### config.mk
export PLATFORM = sky130hd
export DESIGN_NAME = signal_subscription_matcher_top
export DESIGN_NICKNAME = d
export VERILOG_FILES = /design/src/rtl/ssm_pkg.sv /design/src/rtl/signal_subscription_matcher_top.sv /design/src/rtl/ssm_cell.sv
export SDC_FILE = /design/constraint.sdc
export NUM_CORES = 2
export LEC_CHECK = 0
export ABC_AREA = 0
export BUFFER_PORTS_ARGS = -buffer_cell sky130_fd_sc_hd__buf_2
export CORE_ASPECT_RATIO = 1.75
export CORE_UTILIZATION = 50
export CTS_BUF_LIST = sky130_fd_sc_hd__clkbuf_16
export CTS_CLUSTER_SIZE = 16
export DETAILED_ROUTE_END_ITERATION = 7
export HOLD_SLACK_MARGIN = 0.12
export MAX_ROUTING_LAYER = met4
export PLACE_DENSITY = 0.66
export SYNTH_ARGS = -nofsm -noshare
export SYNTH_HDL_FRONTEND = slang
export SYNTH_SLANG_ARGS = --single-unit
### constraint.sdc
create_clock -name i_clk -period 7.75 [get_ports i_clk]
set_input_delay 2.325 -clock i_clk [delete_from_list [all_inputs] [get_ports i_clk]]
set_output_delay 2.325 -clock i_clk [all_outputs]
set_load 0.01 [all_outputs]
### src/rtl/ssm_pkg.sv
// shared types and constants for the signal subscription matcher
// used by ssm_cell, signal_subscription_matcher_top and ssm_checker
package ssm_pkg;

    localparam int unsigned ENTRIES_DEF = 16;
    localparam int unsigned MAX_RESULTS = 16;
    localparam int unsigned CNT_W       = $clog2(MAX_RESULTS + 1);
    localparam int unsigned SIG_W       = 32;
    localparam int unsigned TTL_W       = 16;
    localparam int unsigned SLOT_W      = 4;
    localparam int unsigned SOLO_SLOTS  = 2 ** SLOT_W;

    typedef enum logic [1:0] {
        OP_DISPATCH  = 2'd0,
        OP_SUBSCRIBE = 2'd1,
        OP_SOLO      = 2'd2,
        OP_TICK      = 2'd3
    } t_op;

    typedef enum logic [2:0] {
        KIND_DELIVERED  = 3'd0,
        KIND_TIMEOUT    = 3'd1,
        KIND_SUBSCRIBED = 3'd2,
        KIND_FULL       = 3'd3,
        KIND_NONE       = 3'd4
    } t_kind;

    typedef enum logic [1:0] {
        ST_IDLE,
        ST_EXEC,
        ST_SCAN,
        ST_FINISH
    } t_state;

    // command broadcast from the sequencer to every cell
    typedef struct packed {
        logic             shift;
        logic             step;
        logic             sub_wr;
        logic             solo_set;
        logic             solo_clr;
        logic             solo_on;
        t_op              op;
        logic [SIG_W-1:0] sig;
        logic [SIG_W-1:0] mask;
        logic [TTL_W-1:0] ttl;
    } t_cell_cmd;

endpackage

### src/rtl/signal_subscription_matcher_top.sv
// signal subscription matcher: sequencer, result registers and a row of ssm_cell
// depends on ssm_pkg and ssm_cell
//
// Each accepted item produces one or more result transfers, the final one with tlast.
// A dispatch or a tick walks a token down the row of cells from the highest entry to
// entry 0, one cell per cycle while the result output can take each new result; the
// walk holds only when a second result is waiting and the output is stalled. A stalled
// output also delays the final result of every item, subscribes and solo ops included.
// Results of one item come newest entry first, at most 16 per item; further deliveries
// and expiries still update the table. Items are taken one at a time.
module signal_subscription_matcher_top #(
    parameter int unsigned ENTRIES = ssm_pkg::ENTRIES_DEF
) (
    input  logic        i_clk,
    input  logic        i_rst_n,
    input  logic        s_axis_tvalid,
    output logic        s_axis_tready,
    // signal[31:0], mask[63:32], ttl[79:64], solo_enable[80], solo_slot[84:81]
    input  logic [87:0] s_axis_tdata,
    // operation[1:0]
    input  logic [1:0]  s_axis_tuser,
    output logic        m_axis_tvalid,
    input  logic        m_axis_tready,
    // slot[3:0], matched_signal[35:4]
    output logic [39:0] m_axis_tdata,
    // kind[2:0]
    output logic [2:0]  m_axis_tuser,
    output logic        m_axis_tlast
);
    import ssm_pkg::*;

    localparam int unsigned IW = (ENTRIES > 1) ? $clog2(ENTRIES) : 1;
    localparam int unsigned FW = $clog2(ENTRIES + 1);

    t_state              r_state, n_state;
    t_op                 r_op, n_op;
    logic [SIG_W-1:0]    r_sig, n_sig;
    logic [SIG_W-1:0]    r_mask, n_mask;
    logic [TTL_W-1:0]    r_ttl, n_ttl;
    logic                r_en, n_en;
    logic [SLOT_W-1:0]   r_sslot, n_sslot;
    logic [FW-1:0]       r_fill, n_fill;
    logic                r_solo_on, n_solo_on;
    logic [SLOT_W-1:0]   r_solo_idx, n_solo_idx;
    logic [IW-1:0]       r_idx, n_idx;
    logic [CNT_W-1:0]    r_cnt, n_cnt;
    logic                r_held_v, n_held_v;
    t_kind               r_held_kind, n_held_kind;
    logic [SLOT_W-1:0]   r_held_slot, n_held_slot;
    logic [SIG_W-1:0]    r_held_sig, n_held_sig;
    logic                r_out_v, n_out_v;
    t_kind               r_out_kind, n_out_kind;
    logic [SLOT_W-1:0]   r_out_slot, n_out_slot;
    logic [SIG_W-1:0]    r_out_sig, n_out_sig;
    logic                r_out_last, n_out_last;

    t_cell_cmd           w_cmd;
    logic [ENTRIES-1:0]  w_tok;
    logic [ENTRIES-1:0]  w_tok_in;
    logic [ENTRIES-1:0]  w_hits;
    logic [ENTRIES-1:0]  w_fill_sel;
    logic [ENTRIES-1:0]  w_solo_sel;
    logic [ENTRIES-1:0]  w_new_sel;
    logic                w_start;
    logic                w_hit;
    logic                w_report;
    logic                w_out_free;

    genvar g;
    generate
        for (g = 0; g < ENTRIES; g++) begin : g_cell
            if (g == ENTRIES - 1) begin : g_head
                assign w_tok_in[g] = w_start;
            end else begin : g_link
                assign w_tok_in[g] = w_tok[g+1];
            end
            assign w_fill_sel[g] = (r_fill == FW'(g));
            assign w_solo_sel[g] = (g < SOLO_SLOTS) ? (r_solo_idx == SLOT_W'(g)) : 1'b0;
            assign w_new_sel[g]  = (g < SOLO_SLOTS) ? (r_sslot == SLOT_W'(g)) : 1'b0;

            ssm_cell u_cell (
                .i_clk          (i_clk),
                .i_rst_n        (i_rst_n),
                .i_cmd          (w_cmd),
                .i_token        (w_tok_in[g]),
                .i_fill_sel     (w_fill_sel[g]),
                .i_solo_sel     (w_solo_sel[g]),
                .i_new_solo_sel (w_new_sel[g]),
                .o_token        (w_tok[g]),
                .o_hit          (w_hits[g])
            );
        end
    endgenerate

    assign w_hit      = |w_hits;
    assign w_report   = w_hit && (r_cnt < CNT_W'(MAX_RESULTS));
    assign w_out_free = !r_out_v || m_axis_tready;
    assign w_start    = w_cmd.shift && (r_state == ST_EXEC);

    assign s_axis_tready = (r_state == ST_IDLE);
    assign m_axis_tvalid = r_out_v;
    assign m_axis_tdata  = {4'b0000, r_out_sig, r_out_slot};
    assign m_axis_tuser  = r_out_kind;
    assign m_axis_tlast  = r_out_last;

    always_comb begin
        n_state     = r_state;
        n_op        = r_op;
        n_sig       = r_sig;
        n_mask      = r_mask;
        n_ttl       = r_ttl;
        n_en        = r_en;
        n_sslot     = r_sslot;
        n_fill      = r_fill;
        n_solo_on   = r_solo_on;
        n_solo_idx  = r_solo_idx;
        n_idx       = r_idx;
        n_cnt       = r_cnt;
        n_held_v    = r_held_v;
        n_held_kind = r_held_kind;
        n_held_slot = r_held_slot;
        n_held_sig  = r_held_sig;
        n_out_v     = r_out_v;
        n_out_kind  = r_out_kind;
        n_out_slot  = r_out_slot;
        n_out_sig   = r_out_sig;
        n_out_last  = r_out_last;

        w_cmd          = '0;
        w_cmd.solo_on  = r_solo_on;
        w_cmd.op       = r_op;
        w_cmd.sig      = r_sig;
        w_cmd.mask     = r_mask;
        w_cmd.ttl      = r_ttl;

        if (r_out_v && m_axis_tready) begin
            n_out_v = 1'b0;
        end

        case (r_state)
            ST_IDLE: begin
                if (s_axis_tvalid) begin
                    n_op    = t_op'(s_axis_tuser);
                    n_sig   = s_axis_tdata[31:0];
                    n_mask  = s_axis_tdata[63:32];
                    n_ttl   = s_axis_tdata[79:64];
                    n_en    = s_axis_tdata[80];
                    n_sslot = s_axis_tdata[84:81];
                    n_cnt   = '0;
                    n_state = ST_EXEC;
                end
            end
            ST_EXEC: begin
                n_state = ST_FINISH;
                case (r_op)
                    OP_DISPATCH, OP_TICK: begin
                        // hand the token to the highest entry
                        w_cmd.shift = 1'b1;
                        n_idx       = IW'(ENTRIES - 1);
                        n_state     = ST_SCAN;
                    end
                    OP_SUBSCRIBE: begin
                        n_held_v   = 1'b1;
                        n_held_sig = '0;
                        if (r_fill < FW'(ENTRIES)) begin
                            w_cmd.sub_wr = 1'b1;
                            n_fill       = r_fill + FW'(1);
                            n_held_kind  = KIND_SUBSCRIBED;
                            n_held_slot  = SLOT_W'(r_fill);
                        end else begin
                            n_held_kind = KIND_FULL;
                            n_held_slot = '0;
                        end
                    end
                    OP_SOLO: begin
                        if (r_en) begin
                            w_cmd.solo_set = 1'b1;
                            n_solo_on      = 1'b1;
                            n_solo_idx     = r_sslot;
                        end else begin
                            w_cmd.solo_clr = 1'b1;
                            n_solo_on      = 1'b0;
                            n_solo_idx     = '0;
                        end
                    end
                    default: begin
                    end
                endcase
            end
            ST_SCAN: begin
                // hold the token while a second result has nowhere to go
                if (!(w_report && r_held_v && !w_out_free)) begin
                    w_cmd.shift = 1'b1;
                    w_cmd.step  = 1'b1;
                    n_idx       = r_idx - IW'(1);
                    if (w_report) begin
                        if (r_held_v) begin
                            n_out_v    = 1'b1;
                            n_out_kind = r_held_kind;
                            n_out_slot = r_held_slot;
                            n_out_sig  = r_held_sig;
                            n_out_last = 1'b0;
                        end
                        n_held_v    = 1'b1;
                        n_held_kind = (r_op == OP_DISPATCH) ? KIND_DELIVERED : KIND_TIMEOUT;
                        n_held_slot = SLOT_W'(r_idx);
                        n_held_sig  = (r_op == OP_DISPATCH) ? r_sig : '0;
                        n_cnt       = r_cnt + CNT_W'(1);
                    end
                    if (w_tok[0]) begin
                        n_state = ST_FINISH;
                    end
                end
            end
            ST_FINISH: begin
                if (w_out_free) begin
                    n_out_v    = 1'b1;
                    n_out_last = 1'b1;
                    if (r_held_v) begin
                        n_out_kind = r_held_kind;
                        n_out_slot = r_held_slot;
                        n_out_sig  = r_held_sig;
                    end else begin
                        n_out_kind = KIND_NONE;
                        n_out_slot = '0;
                        n_out_sig  = '0;
                    end
                    n_held_v = 1'b0;
                    n_state  = ST_IDLE;
                end
            end
            default: begin
                n_state = ST_IDLE;
            end
        endcase
    end

    always_ff @(posedge i_clk) begin
        if (!i_rst_n) begin
            r_state    <= ST_IDLE;
            r_fill     <= '0;
            r_solo_on  <= 1'b0;
            r_solo_idx <= '0;
            r_held_v   <= 1'b0;
            r_out_v    <= 1'b0;
        end else begin
            r_state    <= n_state;
            r_fill     <= n_fill;
            r_solo_on  <= n_solo_on;
            r_solo_idx <= n_solo_idx;
            r_held_v   <= n_held_v;
            r_out_v    <= n_out_v;
        end
    end

    always_ff @(posedge i_clk) begin
        r_op        <= n_op;
        r_sig       <= n_sig;
        r_mask      <= n_mask;
        r_ttl       <= n_ttl;
        r_en        <= n_en;
        r_sslot     <= n_sslot;
        r_idx       <= n_idx;
        r_cnt       <= n_cnt;
        r_held_kind <= n_held_kind;
        r_held_slot <= n_held_slot;
        r_held_sig  <= n_held_sig;
        r_out_kind  <= n_out_kind;
        r_out_slot  <= n_out_slot;
        r_out_sig   <= n_out_sig;
        r_out_last  <= n_out_last;
    end

endmodule

### src/rtl/ssm_cell.sv
// one subscription entry: value, mask, lifetime and countdown
// passes the scan token to its lower neighbor; depends on ssm_pkg
module ssm_cell (
    input  logic              i_clk,
    input  logic              i_rst_n,
    input  ssm_pkg::t_cell_cmd i_cmd,
    input  logic              i_token,
    input  logic              i_fill_sel,
    input  logic              i_solo_sel,
    input  logic              i_new_solo_sel,
    output logic              o_token,
    output logic              o_hit
);
    import ssm_pkg::*;

    logic             r_token;
    logic             r_used;
    logic             r_armed;
    logic [SIG_W-1:0] r_value;
    logic [SIG_W-1:0] r_mask;
    logic [TTL_W-1:0] r_life;
    logic [TTL_W-1:0] r_count;

    logic w_deliver;
    logic w_expire;
    logic w_act;
    logic w_rearm;
    logic w_new;

    assign w_deliver = r_used && (!i_cmd.solo_on || i_solo_sel)
                       && ((i_cmd.sig & r_mask) == r_value);
    assign w_expire  = r_armed && (r_count <= TTL_W'(1));
    assign w_act     = r_token && i_cmd.step;
    assign w_new     = i_cmd.sub_wr && i_fill_sel;
    // leaving solo re-arms every filled entry with a nonzero lifetime except the solo one
    assign w_rearm   = i_cmd.solo_clr && r_used && !(i_cmd.solo_on && i_solo_sel)
                       && (r_life != '0);

    assign o_token = r_token;
    assign o_hit   = r_token && (((i_cmd.op == OP_DISPATCH) && w_deliver)
                              || ((i_cmd.op == OP_TICK) && w_expire));

    always_ff @(posedge i_clk) begin
        if (!i_rst_n) begin
            r_token <= 1'b0;
            r_used  <= 1'b0;
            r_armed <= 1'b0;
        end else begin
            if (i_cmd.shift) begin
                r_token <= i_token;
            end
            if (w_new) begin
                r_used  <= 1'b1;
                r_armed <= (i_cmd.ttl != '0);
            end
            if (i_cmd.solo_set && !i_new_solo_sel) begin
                r_armed <= 1'b0;
            end
            if (w_rearm) begin
                r_armed <= 1'b1;
            end
            if (w_act) begin
                case (i_cmd.op)
                    OP_DISPATCH: begin
                        if (w_deliver && (r_life != '0)) begin
                            r_armed <= 1'b1;
                        end
                    end
                    OP_TICK: begin
                        if (w_expire) begin
                            r_armed <= 1'b0;
                        end
                    end
                    default: begin
                    end
                endcase
            end
        end
    end

    always_ff @(posedge i_clk) begin
        if (w_new) begin
            r_value <= i_cmd.sig;
            r_mask  <= i_cmd.mask;
            r_life  <= i_cmd.ttl;
            r_count <= i_cmd.ttl;
        end
        if (w_rearm) begin
            r_count <= r_life;
        end
        if (w_act) begin
            case (i_cmd.op)
                OP_DISPATCH: begin
                    if (w_deliver && (r_life != '0)) begin
                        r_count <= r_life;
                    end
                end
                OP_TICK: begin
                    if (r_armed) begin
                        r_count <= w_expire ? '0 : r_count - TTL_W'(1);
                    end
                end
                default: begin
                end
            endcase
        end
    end

endmodule

Word level (Yosys, flattened, before mapping)
Index checks and enable logic that the tools add are counted.
{"block": "classes", "n_addsub": 19, "n_mul": 0, "n_div": 0, "order_cmp": 18, "eq_ne": 75, "shifts": 0, "n_mux": 298, "bitwise": 16, "reduce_logical": 334}
{"op": "two-way mux 16 bit", "count": 96}
{"op": "AND 32 bit", "count": 16}
{"op": "equality test 32 bit", "count": 16}
{"op": "one-hot mux 16 bit (2 select lines)", "count": 16}
{"op": "two-way mux 32 bit", "count": 9}
{"op": "nonzero test 16 bit", "count": 17}
{"op": "less-or-equal comparator 16 x 1 -> 1 bit (second input constant)", "count": 16}
{"op": "subtractor 16 x 1 -> 16 bit (second input constant)", "count": 16}
{"op": "logical AND 1 bit", "count": 229}
{"op": "one-hot mux 32 bit (2 select lines)", "count": 2}
{"op": "two-way mux 1 bit", "count": 118}
{"op": "equality test 4 bit (second input constant)", "count": 16}
{"op": "two-way mux 4 bit", "count": 12}
{"op": "equality test 5 x 4 -> 1 bit (second input constant)", "count": 8}
{"op": "one-hot mux 1 bit (2 select lines)", "count": 19}
{"op": "logical NOT 1 bit", "count": 35}
{"op": "logical OR 1 bit", "count": 33}
{"op": "equality test 4 x 3 -> 1 bit (second input constant)", "count": 8}
{"op": "two-way mux 3 bit", "count": 9}
{"op": "one-hot mux 4 bit (2 select lines)", "count": 3}
{"op": "equality test 5 x 3 -> 1 bit (second input constant)", "count": 4}
{"op": "equality test 4 x 2 -> 1 bit (second input constant)", "count": 4}
{"op": "OR reduction 16 bit", "count": 1}
{"op": "two-way mux 5 bit", "count": 3}
{"op": "25 further kinds", "count": 54}
{"block": "totals", "reg_bits": 1773, "latch_bits": 0, "ram_bits": 0, "mem_bits_ro": 0, "input_bits": 94, "elab_cells": 893, "n_memories": 0}

Depth between registers and ports, before layout
{"block": "logic_depth", "word_depth": 15, "mapped_depth": 15, "ltp_nobuf": 13}

Hierarchy
A second synthesis with hierarchy kept.
{"block": "unflattened", "hier_cells": 6603, "hier_area_um2": 82384.0}
{"mod": "ssm_cell at g_cell[12].u_cell ...", "instances": 12, "cells_each": 380, "area_per_inst_um2": 4697.0}
{"mod": "ssm_cell at g_cell[0].u_cell ...", "instances": 3, "cells_each": 392, "area_per_inst_um2": 4695.8}
{"mod": "signal_subscription_matcher_top", "instances": 1, "cells_each": 487, "area_per_inst_um2": 7247.0}
{"mod": "ssm_cell at g_cell[7].u_cell", "instances": 1, "cells_each": 380, "area_per_inst_um2": 4685.7}

Worst setup path after synthesis
OpenSTA, ideal clock, no wires.
{"block": "synth_path", "path_kind": "reg-to-reg", "startpoint": "register r_state[1]", "endpoint": "register g_cell[0].u_cell.r_count[6]", "setup_time_ps": 124, "arrival_time_ps": 5274, "t_required_ps": 7626, "setup_slack_ps": 2352, "path_stages_with_launch": 16, "path_buffers": 4, "synth_period_minus_slack_ps": 5398, "cell_sequence": "dfxtp_1 > inv_1 > ha_1 > clkbuf_1 > nand3b_1 > nor3_1 > and2_1 > clkbuf_1 > buf_1 > clkbuf_1 > mux2i_1 > nand2_1 > o21ai_0 > a41oi_1 > o21ai_0 > o21ai_0"}
{"block": "synth_via", "word_cells_on_any_way": 15}
{"element": "from (decl)", "line_no": "signal_subscription_matcher_top.sv:35", "source": "t_state r_state, n_state;"}
{"element": "from (signal assigned)", "line_no": "signal_subscription_matcher_top.sv:247", "source": "r_state <= n_state;"}
{"element": "equality test 2 x 1 -> 1 bit (*)", "line_no": "signal_subscription_matcher_top.sv:140", "source": "case (r_state)"}
{"element": "two-way mux 3 bit (*)", "line_no": "signal_subscription_matcher_top.sv:140"}
{"element": "logical AND 1 bit (*)", "line_no": "ssm_cell.sv:34", "source": "assign w_new = i_cmd.sub_wr && i_fill_sel;"}
{"element": "named net g_cell[0].u_cell.w_new", "line_no": "ssm_cell.sv:28", "source": "logic w_new;"}
{"element": "two-way mux 16 bit (*)", "line_no": "ssm_cell.sv:82", "source": "if (w_new) begin"}
{"element": "two-way mux 16 bit (*)", "line_no": "ssm_cell.sv:88", "source": "if (w_rearm) begin"}
{"element": "two-way mux 16 bit, on equally long branches", "line_no": "ssm_cell.sv:99, ssm_cell.sv:94"}
{"element": "one-hot mux 16 bit (2 select lines)", "line_no": "ssm_cell.sv:92", "source": "case (i_cmd.op)"}
{"element": "two-way mux 16 bit (*)", "line_no": "ssm_cell.sv:91", "source": "if (w_act) begin"}
{"element": "to (signal assigned)", "line_no": "ssm_cell.sv:89", "source": "r_count <= r_life;"}
{"element": "to (signal assigned)", "line_no": "ssm_cell.sv:95", "source": "r_count <= r_life;"}
{"element": "to (signal assigned)", "line_no": "ssm_cell.sv:100", "source": "r_count <= w_expire ? '0 : r_count - TTL_W'(1);"}
{"element": "to (decl)", "line_no": "ssm_cell.sv:22", "source": "logic [TTL_W-1:0] r_count;"}
Mark *: on every way through the listed nets, which the timed path passes. The rest lies on a longest branch.
A chain may end at the register's enable or synchronous reset.

Worst setup path in the final report
{"block": "layout_path", "startpoint": "register r_sig[11]", "endpoint": "register g_cell[9].u_cell.r_count[11]"}
{"block": "layout_via", "elab_chain_cells": 14, "word_cells_on_any_way": 107}
{"element": "from (decl)", "line_no": "signal_subscription_matcher_top.sv:37", "source": "logic [SIG_W-1:0] r_sig, n_sig;"}
{"element": "from (signal assigned)", "line_no": "signal_subscription_matcher_top.sv:258", "source": "r_sig <= n_sig;"}
{"element": "AND 32 bit", "line_no": "ssm_cell.sv:31", "source": "&& ((i_cmd.sig & r_mask) == r_value);"}
{"element": "equality test 32 bit", "line_no": "ssm_cell.sv:31"}
{"element": "logical AND 1 bit", "line_no": "ssm_cell.sv:31"}
{"element": "logical AND 1 bit", "line_no": "ssm_cell.sv:40", "source": "assign o_hit = r_token && (((i_cmd.op == OP_DISPATCH) && w_deliver)"}
{"element": "logical OR 1 bit", "line_no": "ssm_cell.sv:41", "source": "|| ((i_cmd.op == OP_TICK) && w_expire));"}
{"element": "logical AND 1 bit", "line_no": "ssm_cell.sv:40"}
{"element": "OR reduction 16 bit", "line_no": "signal_subscription_matcher_top.sv:95", "source": "assign w_hit = |w_hits;"}
{"element": "logical AND 1 bit", "line_no": "signal_subscription_matcher_top.sv:96", "source": "assign w_report = w_hit && (r_cnt < CNT_W'(MAX_RESULTS));"}
{"element": "logical AND 1 bit (2 in a row)", "line_no": "signal_subscription_matcher_top.sv:192", "source": "if (!(w_report && r_held_v && !w_out_free)) begin"}
{"element": "two-way mux 2 bit", "line_no": "signal_subscription_matcher_top.sv:192"}
{"element": "two-way mux 1 bit", "line_no": "signal_subscription_matcher_top.sv:140"}
{"element": "logical AND 1 bit", "line_no": "ssm_cell.sv:33", "source": "assign w_act = r_token && i_cmd.step;"}
{"element": "two-way mux 16 bit (*)", "line_no": "ssm_cell.sv:91"}
{"element": "to (signal assigned)", "line_no": "ssm_cell.sv:89"}
{"element": "to (signal assigned)", "line_no": "ssm_cell.sv:95"}
{"element": "to (signal assigned)", "line_no": "ssm_cell.sv:100"}
{"element": "to (decl)", "line_no": "ssm_cell.sv:22"}
Every way passes the cells marked *; elsewhere a longest branch is shown, timed or not.

==> impl_results.md <==
- Status: finished, violations left
- Failing checks: design-rule violations
- Worst slack at placement: around 1.7 ns
- Post-synthesis mux area share: between 2 and 3%
- Max Fanout on Critical Path: 41
- CTS sink count: 1,772
- M2 GR Usage: between 50 and 60%
- Busiest grt layer: met2
- Post-DRT Antenna Nets: 0
- Post-synth cell types: 98
- Post-synthesis register bit count: ~1,800
- Met1 GRT Util: between 30% and 40%
- Most common cell in the synthesized netlist: edfxtp_1
- Share of cells above drive strength 1: under 10%
- Die height: around 540 um
- Vias in the first global route: 59,600
- Synthesized area per cell: 11.5 um2
- Pre-antenna DRT Iters: 8
- Area fraction in compound gates after synthesis: 12.7%
- Design area: approximately 91,000 um2
- Fin Hold WS: between 0.5 and 0.6 ns
- PortBufs: between 100 and 150
- Yosys top cell area share: between 50% and 60%
- Post-Synthesis Cell Area: slightly above 80,000 um2
- Worst r2r path cells: 12
- Drt via density: approximately 6.4
- RSZ-0062 raised after global routing: false
- Worst setup margin: 1.50 ns
- Adder-cell share of the synthesized area: less than 1%
- PwrDens: approximately 250 nW/um2
- Clock Tree Buf Depth: 4
- Clock edge transition at the registers on the reported setup and hold paths: 0.07 ns
- Post-DP Area: between 80,000 and 90,000 um2
- HP Start: r_held_slot[0]$_DFFE_PP_
- # IOs: 140
- Worst VDD drop: 0.210 mV
- Area Growth Syn to Fin: 11.0%
- Post_cts resized: 0
- First-pass GRT wire length: a little under 400,000 um
- Residual DRC: 1
- Routability congestion estimate: about 0.97
- Total Routing Usage GR: between 30% and 40%
- Critical path arrival: 6.92 ns
- Max Clock Freq: between 150 and 200 MHz
- Core area: around 160,000 um2
- FF-to-FF End: g_cell[9].u_cell.r_count[11]$_DFF_P_
- CP required: approximately 8.4 ns
- Cts bufs inserted: around 170
- Final HPWL DP: ~180,000 um
- Setup violators final: 0
- Pin count of the biggest net entering global routing: 88
- Clock latency at the later pin of the worst-skew pair: 0.83 ns
- Post-synth EDFFs: around 1,500
- Iteration-0 DRC Markers: ~6,100
- Leak: 0.0313 uW
- Tcrit/Tclk final: between 80% and 90%
- Register area share after synthesis: roughly three fifths
- Xor/xnor cell area share of the yosys netlist: approximately 4.9%
- Starting density of the core: 50.4%
- Die X-Extent: slightly above 300 um
- Final Skew: between 0.04 and 0.05 ns
- Initial antenna violation count: 11
- Hold Path Depth: 1
- Site row count: between 150 and 200
- Largest cells by area after synthesis: edfxtp_1 53%, dfxtp_1 7.7%, nand2_1 3.9%
- Nets: 7,402
- Largest family of logic cells by synthesized area: simple AND/OR/NAND/NOR gates
- Max-Cap Viols: 0
- Number of fill cells: 13,600
- Crit path launch type: flop
- Grt met3 use: around 4.3%
- # hold bufs at CTS: 0
- Synth Area in Simple Gates: between 10% and 20%
- GRT overflow: 0
- Asr flop ratio synth: 0%
- Slew Limit Headroom: around a tenth
- Kind of critical path: reg2reg
- Worst Hold End: r_out_slot[0]$_DFFE_PP_
- FF-to-FF setup slack: ~1.5 ns
- Top FF cell, synth: edfxtp_1
- H-tree depth: 4
- Worst Tran Pin Value: approximately 1.4 ns
- DIE AREA: about 170,000 um2
- Commonest cells post-synth: 1,454 x edfxtp_1, 854 x nand2_1, 435 x o21ai_0
- Root Buffer: clkbuf_16
- DR WL/cell: 28.9 um
- Setup bufs post-CTS: 0
- Reg2Reg Launch Point: r_sig[11]$_DFFE_PP_
- Hold Crit Class: reg2reg
- CP endpoint kind: flop
- Post-route minimum period: between 6 and 7 ns
- CTS tree: built
- Routed wire length: about 280,000 um
- Area leader, netlist: edfxtp_1
- Slew Viols, Final: 0
- DR vias: between 60,000 and 70,000
- Final Hold Fails: 0
- Cells after Synth: 7,124
- Setup TNS: 0 ns
- Synth warnings: 0
-- worst max-delay path, cell delays in order (launching register included) --
cell	delay (ns)
edfxtp_1	1.02
buf_4	0.34
nand2_1	0.09
xnor2_1	0.15
or4b_2	0.64
nor4_2	0.86
a32oi_1	0.23
o2111ai_1	0.76
a211o_4	0.67
nor2_4	0.38
buf_12	0.32
nand2_1	0.42
o2bb2ai_1	0.14
-- where the power goes --
group | total (uW) | internal (uW) | switching (uW)
registers | 11400 | 11000 | 399
logic | 3200 | 810 | 2390
clock network | 8200 | 4570 | 3640
total | 22800 | 16400 | 6430
-- area by class of cell --
| cell class | instances | area, um2 | area share, % |
|---|---|---|---|
| sequential | 1772 | 50000 | 54.8 |
| clock buffer | 171 | 4280 | 4.69 |
| timing repair buffer | 352 | 2440 | 2.67 |
| antenna | 11 | 27.5 | 0.0302 |
| clock inverter | 126 | 1000 | 1.10 |
| tap | 2178 | 2730 | 2.99 |
| multi-input combinational | 4807 | 30200 | 33.0 |
| inverter | 160 | 614 | 0.673 |
-- how the worst max path moves through the flow --
stage	start	endpoint	slack [ns]
after detailed placement	r_sig[11]$_DFFE_PP_	g_cell[9].u_cell.r_count[9]$_DFF_P_	1.72
after CTS	r_sig[11]$_DFFE_PP_	g_cell[9].u_cell.r_count[11]$_DFF_P_	1.67
after global placement	r_sig[27]$_DFFE_PP_	g_cell[9].u_cell.r_count[9]$_DFF_P_	1.74
final	r_sig[11]$_DFFE_PP_	g_cell[9].u_cell.r_count[11]$_DFF_P_	1.50
after global routing	r_sig[11]$_DFFE_PP_	g_cell[9].u_cell.r_count[10]$_DFF_P_	1.47
after floorplan	r_state[1]$_SDFFE_PN0P_	g_cell[0].u_cell.r_count[6]$_DFF_P_	2.35
-- flip-flops by register name (all words and copies together) (netlist names), 32 cells and up --
signal	flops
g_cell.u_cell.r_count	256
g_cell.u_cell.r_life	256
g_cell.u_cell.r_mask	512
g_cell.u_cell.r_value	512
r_held_sig	32
r_mask	32
r_out_sig	32
r_sig	32
-- kinds of logic (layout without fill, tap and decap cells) --
kind of cell             count (synthesis)  after routing
other                                    1             15
multiplexers                           227            227
AND/OR/NAND/NOR                       2466           2466
AO/OA/AOI/OAI                         1605           1605
buffers and inverters                  548            809
flip-flops                            1772           1772
adder cells (fa/ha/maj)                 47             47
XOR/XNOR                               458            458
-- routing by layer --
| layer | routed length (um) | vias up |
|---|---|---|
| met1 | 96300 | 30500 |
| met2 | 135000 | 2951 |
| met4 | 26000 | 0 |
| li1 | - | 27300 |
| met5 | 0 | - |
| met3 | 18900 | 1018 |
-- layout by cell type, fill, tap and decap left out, types with 115 or more instances in the layout --
| cell | n |
|---|---|
| xnor2_1 | 115 |
| edfxtp_1 | 1454 |
| buf_4 | 210 |
| nand4_1 | 176 |
| o22ai_1 | 131 |
| o21ai_0 | 434 |
| nand3_1 | 193 |
| and3_1 | 167 |
| nand2_1 | 854 |
| dfxtp_1 | 318 |
| a22oi_1 | 125 |
| xor2_1 | 343 |
| clkbuf_16 | 171 |
| nor3_1 | 123 |
| nor2_1 | 355 |
| buf_2 | 132 |
| a21oi_1 | 281 |
| inv_1 | 176 |
| nor4_1 | 192 |
| mux2i_1 | 199 |
-- through the flow --
step	total power [uW]	instances	util, %
global route	23300	9570	56.0
detailed placement	14800	9269	52.7
floorplan	13000	7127	-
global placement	14700	9269	52.7
CTS	22800	9566	56.0
finish	22800	9577	56.0
Power figures use the tool's default switching activity.
